<file path="src/rtl/aep_pkg.sv">
// shared types and constants for the adaptive enqueue placement block
// no dependencies; imported by aep_update and adaptive_enqueue_placement
package aep_pkg;

   localparam int unsigned PEN_W   = 21;
   localparam int unsigned TRACK_W = 6;
   localparam int unsigned LIMIT_W = 5;
   localparam int unsigned CSR_W   = 21;
   localparam int unsigned CSR_IDX_W = 1;

   // register indexes
   localparam logic [CSR_IDX_W-1:0] CSR_TRACK_LIMIT     = 1'd0;
   localparam logic [CSR_IDX_W-1:0] CSR_PENALTY_CEILING = 1'd1;

   localparam logic [LIMIT_W-1:0] LIMIT_RESET   = 5'd20;
   localparam logic [PEN_W-1:0]   CEILING_RESET = 21'd1048576;
   localparam logic [PEN_W-1:0]   PENALTY_FLOOR = 21'd1;
   localparam logic [PEN_W-1:0]   PENALTY_MAX   = 21'h1FFFFF;

   typedef struct packed {
      logic [3:0] requester;
      logic       shared_free;
   } req_type;

   typedef struct packed {
      logic             to_shared;
      logic [PEN_W-1:0] penalty_now;
      logic [PEN_W-1:0] bias_now;
   } rsp_type;

   typedef struct packed {
      logic [PEN_W-1:0]          bias;
      logic [PEN_W-1:0]          penalty;
      logic signed [TRACK_W-1:0] track;
   } slot_state_type;

   localparam int unsigned STATE_W = $bits(slot_state_type);

   localparam slot_state_type STATE_RESET = '{
      bias:    '0,
      penalty: PENALTY_FLOOR,
      track:   '0
   };

endpackage

</file>
<file path="src/rtl/aep_ram.sv">
// generic single-write, single-read ram with registered read data
// no dependencies; read returns the old contents on a same-address write
module aep_ram #(
   parameter int unsigned WIDTH = 8,
   parameter int unsigned DEPTH = 16
) (
   input  logic                     clock,
   input  logic                     wr_en,
   input  logic [$clog2(DEPTH)-1:0] wr_addr,
   input  logic [WIDTH-1:0]         wr_data,
   input  logic                     rd_en,
   input  logic [$clog2(DEPTH)-1:0] rd_addr,
   output logic [WIDTH-1:0]         rd_data
);

   logic [WIDTH-1:0] mem_ff [DEPTH];
   logic [WIDTH-1:0] rd_data_ff;

   always_ff @(posedge clock) begin
      if (wr_en) begin
         mem_ff[wr_addr] <= wr_data;
      end
      if (rd_en) begin
         rd_data_ff <= mem_ff[rd_addr];
      end
   end

   assign rd_data = rd_data_ff;

endmodule

</file>
<file path="src/rtl/aep_update.sv">
// per-slot placement decision and state update, pure combinational
// depends on aep_pkg for the slot state type and constants
module aep_update
   import aep_pkg::*;
(
   input  slot_state_type     cur_state,
   input  logic               shared_free,
   input  logic [LIMIT_W-1:0] track_limit,
   input  logic [PEN_W-1:0]   penalty_ceiling,
   output slot_state_type     nxt_state,
   output logic               to_shared
);

   logic signed [TRACK_W:0] track_up;
   logic signed [TRACK_W:0] track_dn;
   logic signed [TRACK_W:0] lim_s;
   logic [PEN_W:0]          pen_dbl;
   logic [PEN_W-1:0]        pen_new;

   always_comb begin
      track_up = signed'({cur_state.track[TRACK_W-1], cur_state.track}) + 7'sd1;
      track_dn = signed'({cur_state.track[TRACK_W-1], cur_state.track}) - 7'sd1;
      lim_s    = signed'({2'b00, track_limit});
      pen_dbl  = {cur_state.penalty, 1'b0};
      pen_new  = cur_state.penalty;
      nxt_state = cur_state;
      to_shared = 1'b0;

      if (cur_state.bias != '0) begin
         // still biased toward the local queue
         nxt_state.bias = cur_state.bias - 21'd1;
      end else if (shared_free) begin
         to_shared = 1'b1;
         nxt_state.track = track_up[TRACK_W-1:0];
         if (track_up > lim_s) begin
            if (cur_state.penalty > PENALTY_FLOOR) begin
               nxt_state.penalty = cur_state.penalty >> 1;
            end
            nxt_state.track = '0;
         end
      end else begin
         nxt_state.track = track_dn[TRACK_W-1:0];
         if (track_dn < -lim_s) begin
            if (cur_state.penalty < penalty_ceiling) begin
               // saturate when doubling runs past the field width
               pen_new = pen_dbl[PEN_W] ? PENALTY_MAX : pen_dbl[PEN_W-1:0];
            end
            nxt_state.track = '0;
         end
         nxt_state.penalty = pen_new;
         nxt_state.bias    = pen_new;
      end
   end

endmodule

</file>
<file path="src/rtl/adaptive_enqueue_placement.sv">
// adaptive enqueue placement: a request passes stage 1 and the output register;
// one transaction per cycle unless stalled, even back-to-back hits on the same slot
// (the slot state ram read is registered; a one-entry bypass covers the write in flight)
// reset is synchronous: valid bits for all slots clear at once, so every slot reads
// as bias 0, penalty 1, track 0 right after reset; registers return to 20 and 1048576
// depends on aep_pkg, aep_ram and aep_update
module adaptive_enqueue_placement
   import aep_pkg::*;
#(
   parameter int unsigned NUM_SLOTS = 16
) (
   input  logic                 clock,
   input  logic                 reset,
   // request channel
   input  logic                 req_valid,
   output logic                 req_stall,
   input  req_type              req_data,
   // response channel
   output logic                 rsp_valid,
   input  logic                 rsp_stall,
   output rsp_type              rsp_data,
   // register write port
   input  logic                 csr_we,
   input  logic [CSR_IDX_W-1:0] csr_index,
   input  logic [CSR_W-1:0]     csr_wdata
);

   localparam int unsigned SLOT_W = (NUM_SLOTS > 1) ? $clog2(NUM_SLOTS) : 1;

   // configuration registers
   logic [LIMIT_W-1:0] limit_ff;
   logic [PEN_W-1:0]   ceiling_ff;

   // stage 1: request waiting on its ram read
   logic              s1_valid_ff;
   logic [SLOT_W-1:0] s1_slot_ff;
   logic              s1_free_ff;
   logic              s1_hit_ff;

   // bypass of the slot written on the edge the stage 1 item was accepted
   logic              bp_valid_ff;
   logic [SLOT_W-1:0] bp_slot_ff;
   slot_state_type    bp_state_ff;

   // per-slot written flags; an unwritten slot reads as its reset state
   logic [NUM_SLOTS-1:0] slot_valid_ff;

   // output register
   logic    rsp_valid_ff;
   rsp_type rsp_data_ff;

   logic              out_free;
   logic              advance;
   logic              accept;
   logic              s1_fire;
   logic [SLOT_W-1:0] req_slot;
   logic [STATE_W-1:0] ram_rdata;
   slot_state_type    cur_state;
   slot_state_type    nxt_state;
   logic              nxt_shared;

   // output register frees when empty or when its transaction is taken
   assign out_free  = !rsp_valid_ff || !rsp_stall;
   assign advance   = !s1_valid_ff || out_free;
   assign req_stall = !advance;
   assign accept    = req_valid && advance;
   assign s1_fire   = s1_valid_ff && out_free;

   // requesters past the last slot fold onto the last slot
   always_comb begin
      if (int'(req_data.requester) >= int'(NUM_SLOTS)) begin
         req_slot = SLOT_W'(NUM_SLOTS - 1);
      end else begin
         req_slot = SLOT_W'(req_data.requester);
      end
   end

   aep_ram #(
      .WIDTH (STATE_W),
      .DEPTH (NUM_SLOTS)
   ) u_state_ram (
      .clock   (clock),
      .wr_en   (s1_fire),
      .wr_addr (s1_slot_ff),
      .wr_data (nxt_state),
      .rd_en   (accept),
      .rd_addr (req_slot),
      .rd_data (ram_rdata)
   );

   // newest copy of the slot: bypass first, then ram, then reset state
   always_comb begin
      if (bp_valid_ff && (bp_slot_ff == s1_slot_ff)) begin
         cur_state = bp_state_ff;
      end else if (s1_hit_ff) begin
         cur_state = slot_state_type'(ram_rdata);
      end else begin
         cur_state = STATE_RESET;
      end
   end

   aep_update u_update (
      .cur_state       (cur_state),
      .shared_free     (s1_free_ff),
      .track_limit     (limit_ff),
      .penalty_ceiling (ceiling_ff),
      .nxt_state       (nxt_state),
      .to_shared       (nxt_shared)
   );

   // register writes
   always_ff @(posedge clock) begin
      if (reset) begin
         limit_ff   <= LIMIT_RESET;
         ceiling_ff <= CEILING_RESET;
      end else if (csr_we) begin
         if (csr_index == CSR_TRACK_LIMIT) begin
            limit_ff <= csr_wdata[LIMIT_W-1:0];
         end else if (csr_index == CSR_PENALTY_CEILING) begin
            ceiling_ff <= csr_wdata[PEN_W-1:0];
         end
      end
   end

   // stage 1 control and the written flags
   always_ff @(posedge clock) begin
      if (reset) begin
         s1_valid_ff   <= 1'b0;
         bp_valid_ff   <= 1'b0;
         slot_valid_ff <= '0;
      end else begin
         if (advance) begin
            s1_valid_ff <= req_valid;
            bp_valid_ff <= s1_fire;
         end
         if (s1_fire) begin
            slot_valid_ff[s1_slot_ff] <= 1'b1;
         end
      end
   end

   // stage 1 payload and bypass data
   always_ff @(posedge clock) begin
      if (advance) begin
         s1_slot_ff  <= req_slot;
         s1_free_ff  <= req_data.shared_free;
         // flag sampled before this edge's write; the bypass covers that write
         s1_hit_ff   <= slot_valid_ff[req_slot];
         bp_slot_ff  <= s1_slot_ff;
         bp_state_ff <= nxt_state;
      end
   end

   // output register
   always_ff @(posedge clock) begin
      if (reset) begin
         rsp_valid_ff <= 1'b0;
      end else if (out_free) begin
         rsp_valid_ff <= s1_valid_ff;
      end
   end

   always_ff @(posedge clock) begin
      if (s1_fire) begin
         rsp_data_ff.to_shared   <= nxt_shared;
         rsp_data_ff.penalty_now <= nxt_state.penalty;
         rsp_data_ff.bias_now    <= nxt_state.bias;
      end
   end

   assign rsp_valid = rsp_valid_ff;
   assign rsp_data  = rsp_data_ff;

   // penalty never falls to zero
   a_penalty_nonzero: assert property (@(posedge clock) disable iff (reset)
      rsp_valid_ff |-> (rsp_data_ff.penalty_now != '0))
      else $error("penalty reported as zero");

   // a shared placement only happens with no bias left
   a_shared_no_bias: assert property (@(posedge clock) disable iff (reset)
      (rsp_valid_ff && rsp_data_ff.to_shared) |-> (rsp_data_ff.bias_now == '0))
      else $error("shared placement with bias remaining");

   // every state write is visible to the next item through the bypass
   a_bypass_load: assert property (@(posedge clock) disable iff (reset)
      s1_fire |=> (bp_valid_ff && (bp_slot_ff == $past(s1_slot_ff))))
      else $error("bypass missed a state write");

   // a blocked stage 1 item holds its slot
   a_s1_hold: assert property (@(posedge clock) disable iff (reset)
      (s1_valid_ff && !advance) |=> (s1_valid_ff && $stable(s1_slot_ff)))
      else $error("stage 1 item lost while blocked");

endmodule
</file>
<file path="config.mk">
export PLATFORM = sky130hd
export DESIGN_NAME = adaptive_enqueue_placement
export DESIGN_NICKNAME = d
export VERILOG_FILES = /design/src/rtl/aep_pkg.sv /design/src/rtl/aep_ram.sv /design/src/rtl/aep_update.sv /design/src/rtl/adaptive_enqueue_placement.sv
export SDC_FILE = /design/constraint.sdc
export NUM_CORES = 1
export LEC_CHECK = 0
export BUFFER_PORTS_ARGS = -buffer_cell sky130_fd_sc_hd__buf_2
export CAP_MARGIN = 0
export CELL_PAD_IN_SITES_DETAIL_PLACEMENT = 1
export CELL_PAD_IN_SITES_GLOBAL_PLACEMENT = 1
export CORE_ASPECT_RATIO = 1.25
export CORE_MARGIN = 4
export CORE_UTILIZATION = 55
export CTS_CLUSTER_DIAMETER = 150
export DETAILED_ROUTE_END_ITERATION = 10
export PLACE_DENSITY = 0.81
export SYNTH_ARGS = -nofsm -noshare
export SYNTH_HDL_FRONTEND = slang
export SYNTH_SLANG_ARGS = --single-unit
export TNS_END_PERCENT = 30
</file>
<file path="constraint.sdc">
create_clock -name clock -period 10 [get_ports clock]
set_clock_uncertainty 0.05 [all_clocks]
set_input_delay 0.5 -clock clock [delete_from_list [all_inputs] [get_ports clock]]
set_output_delay 0.5 -clock clock [all_outputs]
set_load 0.05 [all_outputs]
</file>
==> results_dict.tcl, run 1 <==
set metrics [dict create \
    timing.hold.ws_ps 19.87 \
    drv_cap 0 \
    grt_max_degree 98 \
    die_h_um 304.6 \
    worstMarginPinSlew_ps 1382 \
    min_period_ps 7457 \
    port_buffers 76 \
    initial_core_util_pct 55.62 \
    cts_tree "done" \
    slew_headroom_pct 7.271 \
    antennaDiodeCount 0 \
    synth_ff_type "edfxtp_1" \
    final_area_um2 43350 \
    grt_pass1_vias 22346 \
    drtIter0Drc 2279 \
    synth_top_cell_by_area "edfxtp_1" \
    outcome "complete, no violations" \
    final_cells 3181 \
    dpl.hpwl_mm 60.12 \
    globalplace.congestion 0.9544 \
    synth_top_area_share_pct 71.14 \
    pwr-share-clk_pct 37.6 \
    clkLatencyLatePin_ps 680 \
    async_flop_share_pct 0 \
    dp.cells 3016 \
    clkTransAtPathRegs_ps 70 \
    layout_common_cells "917 x edfxtp_1, 245 x mux4_2, 143 x nand2_1" \
    grt_overflow_total 0 \
    cts_made_buffers 89 \
    setup_violations 0 \
    cts.repair.resized 0 \
    htree_levels 3 \
    syn_area_um2 38710 \
    netlist-cell-type-count 75 \
    syn_nets 2118 \
    dpl_cell_area_um2 40450 \
    tns_ps 0 \
    final_nets 2244 \
    grt_setup_unrepaired "no" \
    cp-start-kind "flip-flop" \
    hold_violations 0 \
    synth_area_leaders "edfxtp_1 71%, mux4_2 14%, dfxtp_1 2.3%" \
    post_cts_buffers 0 \
    crit_required_ps 10150 \
    core_area_um2 69590 \
    worst_ep_arrival_time_ps 7610 \
    hold_path.class "in2reg" \
    crit_path_end_kind "flip-flop" \
    wl_per_cell_um 32.35 \
    synth_edf_count 917 \
    crit_type "reg2reg" \
    post-route-drc-count 0 \
    fp.dieW_um 245.3 \
    grt_pass1_wl_mm 151.7 \
    ys_warn_count 0 \
    fin_crit_sh_pct 74.57 \
    grt_usage_pct 27.89 \
    num_rows 108 \
    netSwitchingPower_uw 2109 \
    drt_first_pass_iters 5 \
    crit_fanout 48 \
    ys_seq_elements 962 \
    io_pins 77 \
    via_per_inst 6.563 \
    final_common_cell "edfxtp_1" \
    clock-sinks 962 \
    dieArea_um2 74710 \
    max_freq_mhz 134.1 \
    seq_area_frac_synth_pct 73.47 \
    maxSlewViolCount 0 \
    ant_nets 0 \
    antenna_found_initial 0 \
    netSwitchingFraction_pct 23.84 \
    drive_above_1_share_pct 24.76 \
    cts_root_buf "clkbuf_16" \
    power_frac_comb_pct 8.8 \
    syn_to_final_growth_pct 12.01 \
    p_int_uw 6738 \
    syn_inst 2052 \
    p_per_area_nw_per_um2 204.1 \
    p_leak_uw 0.01450 \
    p_seq_share_pct 53.6 \
    hold_buffers 6 \
    clockBufferDepth 3 \
    vdd_ir_drop_max_mv 0.1615 \
    via_count 20878 \
    avgSynthCellArea_um2 18.86 \
    postRouteWirelength_mm 102.9 \
]
==> per-stage QoR <==
| stage | setup WS [ps] | util, % | total power, µW |
|---|---|---|---|
| finish | 2543 | 62.30 | 8847 |
| global route | 2293 | 62.30 | 9142 |
| CTS | 2796 | 62.26 | 8898 |
| detailed placement | 2863 | 58.13 | 5599 |
| global placement | 3015 | 58.13 | 5546 |
| floorplan | 4162 | - | 5296 |
==> synth_stat cells (15+ instances only) <==
cell type,n
ha_1,34
mux4_2,245
xor2_1,15
edfxtp_1,917
buf_1,23
nor2_1,83
o221ai_1,19
clkbuf_1,72
and3_1,26
nor3_1,22
o21ai_0,47
nand3_1,19
inv_1,54
dfxtp_1,45
nand2_1,143
a21oi_1,79
o21a_1,17
==> power by group through the flow <==
stage / clock [µW] / combinational, µW / sequential [µW]
2_1_floorplan: 0 / 452 / 4840
3_3_place_gp: 0 / 727 / 4820
3_5_place_dp: 0 / 772 / 4830
4_1_cts: 3380 / 777 / 4740
5_1_grt: 3550 / 837 / 4750
6_report: 3320 / 779 / 4750
==> worst paths after layout <==
path	start	endpoint	slack, ps	cells after the start
setup / recovery	s1_slot_ff[2]$_DFFE_PN_	u_state_ram.mem_ff[12][33]$_DFFE_PP_	2540	14
hold / removal	csr_wdata[19]	ceiling_ff[19]$_SDFFE_PP0P_	20	3
setup reg to reg	s1_slot_ff[2]$_DFFE_PN_	u_state_ram.mem_ff[12][33]$_DFFE_PP_	2540	14
hold reg to reg	ceiling_ff[2]$_SDFFE_PP0P_	ceiling_ff[2]$_SDFFE_PP0P_	420	2
==> flip-flops by register name (all words and copies together), names as in the netlist <==
signal,flops
bp_slot_ff,4
bp_state_ff,48
bp_valid_ff,1
ceiling_ff,21
limit_ff,5
rsp_data,43
rsp_valid,1
s1_free_ff,1
s1_hit_ff,1
s1_slot_ff,4
s1_valid_ff,1
slot_valid_ff,16
u_state_ram.mem_ff,768
u_state_ram.rd_data,48
==> routing by layer <==
metal	track usage [%]	part of all wire (%)
met1	38.55	39
met3	3.684	6.9
met5	0	0
met2	46.08	50
met4	10.66	3.8
==> cell families (layout without fill, tap and decap cells) <==
kind of cell | Yosys count | count (layout) | synth area share (%)
adder cells (fa/ha/maj) | 34 | 34 | 1.099
AND/OR/NAND/NOR | 370 | 370 | 4.532
AO/OA/AOI/OAI | 234 | 234 | 3.895
multiplexers | 260 | 260 | 14.65
XOR/XNOR | 30 | 30 | 0.6983
flip-flops | 962 | 962 | 73.47
buffers and inverters | 162 | 356 | 1.655
==> final cells by class <==
type / instances / area, µm²
sequential: 962 / 28440
tap: 935 / 1170
inverter: 55 / 206.4
fill: 5881 / 26240
clock inverter: 55 / 533.0
clock buffer: 104 / 2283
multi-input combinational: 928 / 9799
timing repair buffer: 142 / 924.6
==> worst max-delay path, cell delays in order, from the launching register on <==
cell	delay (ps)
edfxtp_1	500
xnor2_1	320
nand3_2	310
nor2_4	740
buf_4	550
o21a_1	330
inv_1	70
ha_1	320
and3_1	200
a221oi_1	360
nor2_1	90
a2111oi_0	510
nand3_1	690
o311ai_0	1190
o21ai_1	730
Power figures use the tool's default switching activity.
==> inputs of run 2 (changes only) <==
Settings changed: CORE_UTILIZATION 55 to 49, PLACE_DENSITY 0.81 to 0.76.
Clock period 10 ns to 6.8 ns, I/O delays scaled along.
==> results_dict.tcl, run 2 (synthesis gave the netlist of run 1 again) <==
set metrics [dict create \
    grt_pass1_vias 22279 \
    dpl.hpwl_mm 60.31 \
    clockBufferDepth 3 \
    cts_root_buf "clkbuf_16" \
    io_pins 77 \
    crit_required_ps 7000 \
    antenna_found_initial 0 \
    die_h_um 322.2 \
    grt_usage_pct 24.92 \
    final_cells 3332 \
    final_nets 2284 \
    grt_setup_unrepaired "no" \
    cp-start-kind "flip-flop" \
    rr_worst_depth 18 \
    r2r_slack_ps 540 \
    power_frac_comb_pct 9.0 \
    vdd_ir_drop_max_mv 0.2160 \
    r2r_start "s1_slot_ff[0]$_DFFE_PN_" \
    multi_input_area_um2 9792 \
    grt_max_degree 121 \
    slew_headroom_pct 8.363 \
    outcome "complete, no violations" \
    regMostFlops "u_state_ram.mem_ff" \
    ant_nets 0 \
    holdCritStartpoint "reset" \
    hold_path.class "in2reg" \
    seq_area_um2 28440 \
    netSwitchingPower_uw 3070 \
    p_per_area_nw_per_um2 297.7 \
    final_area_um2 43920 \
    drive_above_1_share_pct 25.01 \
    place_ws_ps 668.6 \
    crit_fanout 18 \
    via_count 20851 \
    fp.dieW_um 259.4 \
    num_rows 114 \
    worst_ep_arrival_time_ps 6460 \
    fin_crit_sh_pct 92.10 \
    port_buffers 76 \
    core_area_um2 77880 \
    pwr-share-clk_pct 37.6 \
    worstReg2RegEnd "u_state_ram.mem_ff[13][22]$_DFFE_PP_" \
    syn_to_final_growth_pct 13.47 \
    postRouteWirelength_mm 102.8 \
    globalplace.congestion 0.9479 \
    final_common_cell "edfxtp_1" \
    netSwitchingFraction_pct 23.47 \
    min_delay_worst_endpoint "limit_ff[1]$_SDFFE_PP0P_" \
    largest_register_ffs 768 \
    p_seq_share_pct 53.4 \
    clock-sinks 962 \
    cts_made_buffers 93 \
    drt_first_pass_iters 5 \
    cts_tree "done" \
    initial_core_util_pct 49.70 \
    max_freq_mhz 159.7 \
    post-route-drc-count 0 \
    dpl_cell_area_um2 40780 \
    grt_overflow_total 0 \
    clkTransAtPathRegs_ps 60 \
    num-fill-cells 6877 \
    tns_ps 0 \
    worstHoldPathCells 2 \
    crit_path_end_kind "flip-flop" \
    clkLatencyLatePin_ps 660 \
    setup_violations 0 \
    htree_levels 3 \
    layout_common_cells "917 x edfxtp_1, 245 x mux4_2, 143 x nand2_1" \
    min_period_ps 6262 \
    p_int_uw 10010 \
    hold_violations 0 \
    drv_cap 0 \
    fin_ws_ps 537.5 \
    p_leak_uw 0.01468 \
    dp.cells 3142 \
    dieArea_um2 83580 \
    maxSlewViolCount 0 \
    cts.repair.resized 0 \
    drtIter0Drc 1987 \
    wl_per_cell_um 30.86 \
    via_per_inst 6.258 \
    hold_buffers 24 \
    worstMarginPinSlew_ps 1365 \
    grt_pass1_wl_mm 152.2 \
    crit_type "reg2reg" \
    post_cts_buffers 0 \
]
## run 2: layer usage
layer | wire [µm] | GRT usage [%] | vias to the layer above
li1 | - | - | 8657
met1 | 40330 | 33.29 | 11148
met2 | 53410 | 43.16 | 864
met3 | 6020 | 3.322 | 182
met4 | 3078 | 7.821 | 0
met5 | 0 | 0 | -
## run 2: cell type report
class	count	area share, %
antenna	1	0.005698
inverter	55	0.4701
sequential	962	64.75
timing repair buffer	178	2.966
tap	1044	2.974
clock inverter	54	1.048
clock buffer	110	5.493
multi-input combinational	928	22.30
## run 2: power by group through the flow
| stage | combinational (µW) | clock (µW) | sequential, µW |
|---|---|---|---|
| 2_1_floorplan | 665 | 0 | 7120 |
| 3_3_place_gp | 1110 | 0 | 7090 |
| 3_5_place_dp | 1160 | 0 | 7100 |
| 4_1_cts | 1170 | 5020 | 6980 |
| 5_1_grt | 1260 | 5280 | 6990 |
| 6_report | 1170 | 4920 | 6980 |
## run 2: worst max-delay path: stages (launching register included)
cell and delay, ps:
edfxtp_1 540, xnor2_1 200, nand2_1 300, nor2_4 120, buf_4 230, o21ai_0 370, ha_1 310, nand2_1 60
o21ai_0 380, nand2_1 180, xnor2_1 160, ha_1 310, nand2_1 80, o22ai_1 60, a21oi_1 270, nor3_1 90
a211oi_1 570, o2111ai_2 440, o221ai_1 1140
## run 2: how the worst max path moves through the flow
| stage | start | end | slack, ps | cells after the start |
|---|---|---|---|---|
| finish | s1_slot_ff[0]$_DFFE_PN_ | u_state_ram.mem_ff[13][22]$_DFFE_PP_ | 540 | 18 |
| global route | s1_slot_ff[0]$_DFFE_PN_ | u_state_ram.mem_ff[10][20]$_DFFE_PP_ | 120 | 18 |
| CTS | s1_slot_ff[0]$_DFFE_PN_ | u_state_ram.mem_ff[1][18]$_DFFE_PP_ | 630 | 18 |
| detailed placement | s1_slot_ff[0]$_DFFE_PN_ | u_state_ram.mem_ff[11][18]$_DFFE_PP_ | 670 | 18 |
| global placement | s1_slot_ff[0]$_DFFE_PN_ | u_state_ram.mem_ff[0][21]$_DFFE_PP_ | 970 | 18 |
| floorplan | rsp_valid$_SDFFE_PP0P_ | u_state_ram.mem_ff[4][0]$_DFFE_PP_ | 960 | 5 |
## run 2: metrics by stage
step           hold WS, ps  util [%]  total power [µW]
3_3_place_gp         393.8     52.36              8201
2_1_floorplan        370.6         -              7788
6_report             209.1     56.39             13080
4_1_cts              168.4     56.36             13170
3_5_place_dp         405.0     52.36              8257
5_1_grt              262.2     56.39             13530
==> inputs of run 3 (changes only) <==
Settings changed: CORE_MARGIN 4 to 2, RECOVER_POWER from default to 25, SYNTH_HIERARCHICAL from default to 1.
==> results_dict.tcl, run 3 <==
set metrics [dict create \
    outcome "complete, but fails checks" \
    violations "max-capacitance violations, max-slew violations" \
    port_buffers 76 \
    antennaDiodeCount 0 \
    clockBufferDepth 3 \
    ant_nets 0 \
    post-route-drc-count 0 \
    crit_path_end_kind "flip-flop" \
    synth_commonest_cells "917 x edfxtp_1, 196 x mux4_2, 155 x nand2_1" \
    netlist-cell-type-count 69 \
    drtIter0Drc 2140 \
    grt_overflow_total 0 \
    grt_pass1_vias 22052 \
    die_h_um 317.5 \
    synth_most_common_cell "edfxtp_1" \
    io_pins 77 \
    postRouteWirelength_mm 103.9 \
    synth_edf_count 917 \
    wl_per_cell_um 31.08 \
    drive_above_1_share_pct 19.93 \
    crit_required_ps 7110 \
    worstHoldPathCells 4 \
    grt_setup_unrepaired "no" \
    async_flop_share_pct 0 \
    drt_first_pass_iters 5 \
    holdCritStartpoint "csr_index" \
    crit_fanout 33 \
    initial_core_util_pct 49.65 \
    htree_levels 3 \
    tns_ps 0 \
    largest_register_ffs 768 \
    cts.repair.resized 0 \
    cp-start-kind "flip-flop" \
    ys_warn_count 6 \
    synth_area_leaders "edfxtp_1 71%, mux4_2 11%, dfxtp_1 2.3%" \
    syn_to_final_growth_pct 12.71 \
    clock-sinks 962 \
    clkLatencyLatePin_ps 660 \
    vdd_ir_drop_max_mv 0.2099 \
    p_per_area_nw_per_um2 300.8 \
    synth_top_cell_by_area "edfxtp_1" \
    final_common_cell "edfxtp_1" \
    p_leak_uw 0.01429 \
    syn_area_um2 38520 \
    worst_ep_arrival_time_ps 6640 \
    synth_top_area_share_pct 71.48 \
    r2r_slack_ps 470 \
    via_count 20700 \
    seq_area_frac_synth_pct 73.82 \
    syn_nets 2141 \
    max_freq_mhz 158.1 \
    hold_violations 0 \
    dpl.hpwl_mm 56.95 \
    maxSlewViolCount 574 \
    post_cts_buffers 0 \
    min_period_ps 6327 \
    drv_cap 17 \
    seq_area_um2 28440 \
    multi_input_area_um2 9316 \
    regMostFlops "u_state_ram/mem_ff" \
    layout_common_cells "917 x edfxtp_1, 196 x mux4_2, 155 x nand2_1" \
    min_delay_worst_endpoint "limit_ff[1]$_SDFFE_PP0P_" \
    hold_path.class "in2reg" \
    r2r_start "s1_slot_ff[1]$_DFFE_PN_" \
    cts_root_buf "clkbuf_16" \
    num-fill-cells 6941 \
    grt_usage_pct 26.17 \
    via_per_inst 6.194 \
    final_nets 2293 \
    antenna_found_initial 0 \
    cts_made_buffers 89 \
    cts_tree "done" \
    core_area_um2 77590 \
    slew_headroom_pct -296.0 \
    crit_type "reg2reg" \
    grt_pass1_wl_mm 151.7 \
    grt_max_degree 113 \
    clkTransAtPathRegs_ps 60 \
    syn_inst 2074 \
    worstReg2RegEnd "u_state_ram/mem_ff[6][7]$_DFFE_PP_" \
    worstMarginPinSlew_ps 5939 \
    setup_violations 0 \
    dieArea_um2 80890 \
    globalplace.congestion 0.8402 \
    fin_util_pct 55.95 \
    rr_worst_depth 17 \
    avgSynthCellArea_um2 18.57 \
    ys_seq_elements 962 \
    num_rows 114 \
    fp.dieW_um 254.8 \
    fin_crit_sh_pct 93.05 \
    hold_buffers 26 \
    synth_ff_type "edfxtp_1" \
]
run 3: layer usage:
| layer | vias to the layer above | wire length (µm) | global-route usage, % |
|---|---|---|---|
| met2 | 960 | 51770 | 43.17 |
| li1 | 8585 | - | - |
| met3 | 229 | 7313 | 3.861 |
| met1 | 10926 | 40860 | 35.48 |
| met4 | 0 | 3929 | 9.721 |
| met5 | - | 0 | 0 |
run 3: logic make-up (layout without fill, tap and decap cells):
| group | count (synthesis) | after routing | share of synthesized area (%) |
|---|---|---|---|
| AOI/OAI and AO/OA | 245 | 245 | 4.417 |
| xor gates and xnor gates | 31 | 31 | 0.7048 |
| adders and majority gates | 35 | 35 | 1.137 |
| buffers and inverters | 192 | 416 | 2.287 |
| DFF | 962 | 962 | 73.82 |
| muxes | 268 | 268 | 13.34 |
| and+or+nand+nor | 341 | 341 | 4.300 |
run 3: final cells by class:
cell class | instances | share of cell area, %
well taps | 1044 | 3.009
repair buffers | 165 | 2.496
clock inverters | 57 | 1.357
flip-flops and latches | 962 | 65.50
inverters | 88 | 0.7608
multi-input cells | 920 | 21.46
clock buffers | 106 | 5.423
run 3: worst max-delay path by stage:
| stage | startpoint | endpoint | slack [ps] | depth (start not counted) |
|---|---|---|---|---|
| after floorplan | rsp_valid$_SDFFE_PP0P_ | u_state_ram/mem_ff[0][0]$_DFFE_PP_ | 680 | 4 |
| after global placement | s1_slot_ff[1]$_DFFE_PN_ | rsp_data[22]$_DFFE_PP_ | 770 | 17 |
| after detailed placement | s1_slot_ff[1]$_DFFE_PN_ | u_state_ram/mem_ff[6][7]$_DFFE_PP_ | 510 | 17 |
| after CTS | s1_slot_ff[1]$_DFFE_PN_ | u_state_ram/mem_ff[6][7]$_DFFE_PP_ | 500 | 17 |
| after global routing | s1_slot_ff[1]$_DFFE_PN_ | u_state_ram/mem_ff[6][7]$_DFFE_PP_ | 40 | 15 |
| final | s1_slot_ff[1]$_DFFE_PN_ | u_state_ram/mem_ff[6][7]$_DFFE_PP_ | 470 | 17 |
run 3: worst max-delay path, cell delays in order (launching register included):
cell and delay (ps):
edfxtp_1 580, xor2_1 270, nor4_4 710, mux2i_1 590, inv_1 100, ha_1 240
inv_1 80, or3_1 190, o21bai_1 90, ha_1 340, nor3b_1 200, o22ai_1 130
a21oi_1 260, o31a_1 190, and4b_1 260, buf_12 240, and2_1 790, a221o_1 700
run 3: power by group:
group | total (µW) | switching (µW) | internal (µW)
logic | 1130 | 761 | 366
clock network | 5080 | 2180 | 2900
registers | 6860 | 66.2 | 6790
total | 13100 | 3010 | 10100
run 3: per-stage QoR:
step	hold WS [ps]	instance area [µm²]	cells	power, µW	worst slack (ps)
6_report	146.9	43420	3342	13060	472.9
2_1_floorplan	381.5	38520	2074	7663	682.9
3_3_place_gp	391.4	40380	3153	8018	768.3
5_1_grt	194.1	43420	3342	13410	41.43
4_1_cts	121.9	43590	3342	13120	500.0
3_5_place_dp	404.9	40380	3153	8073	505.5
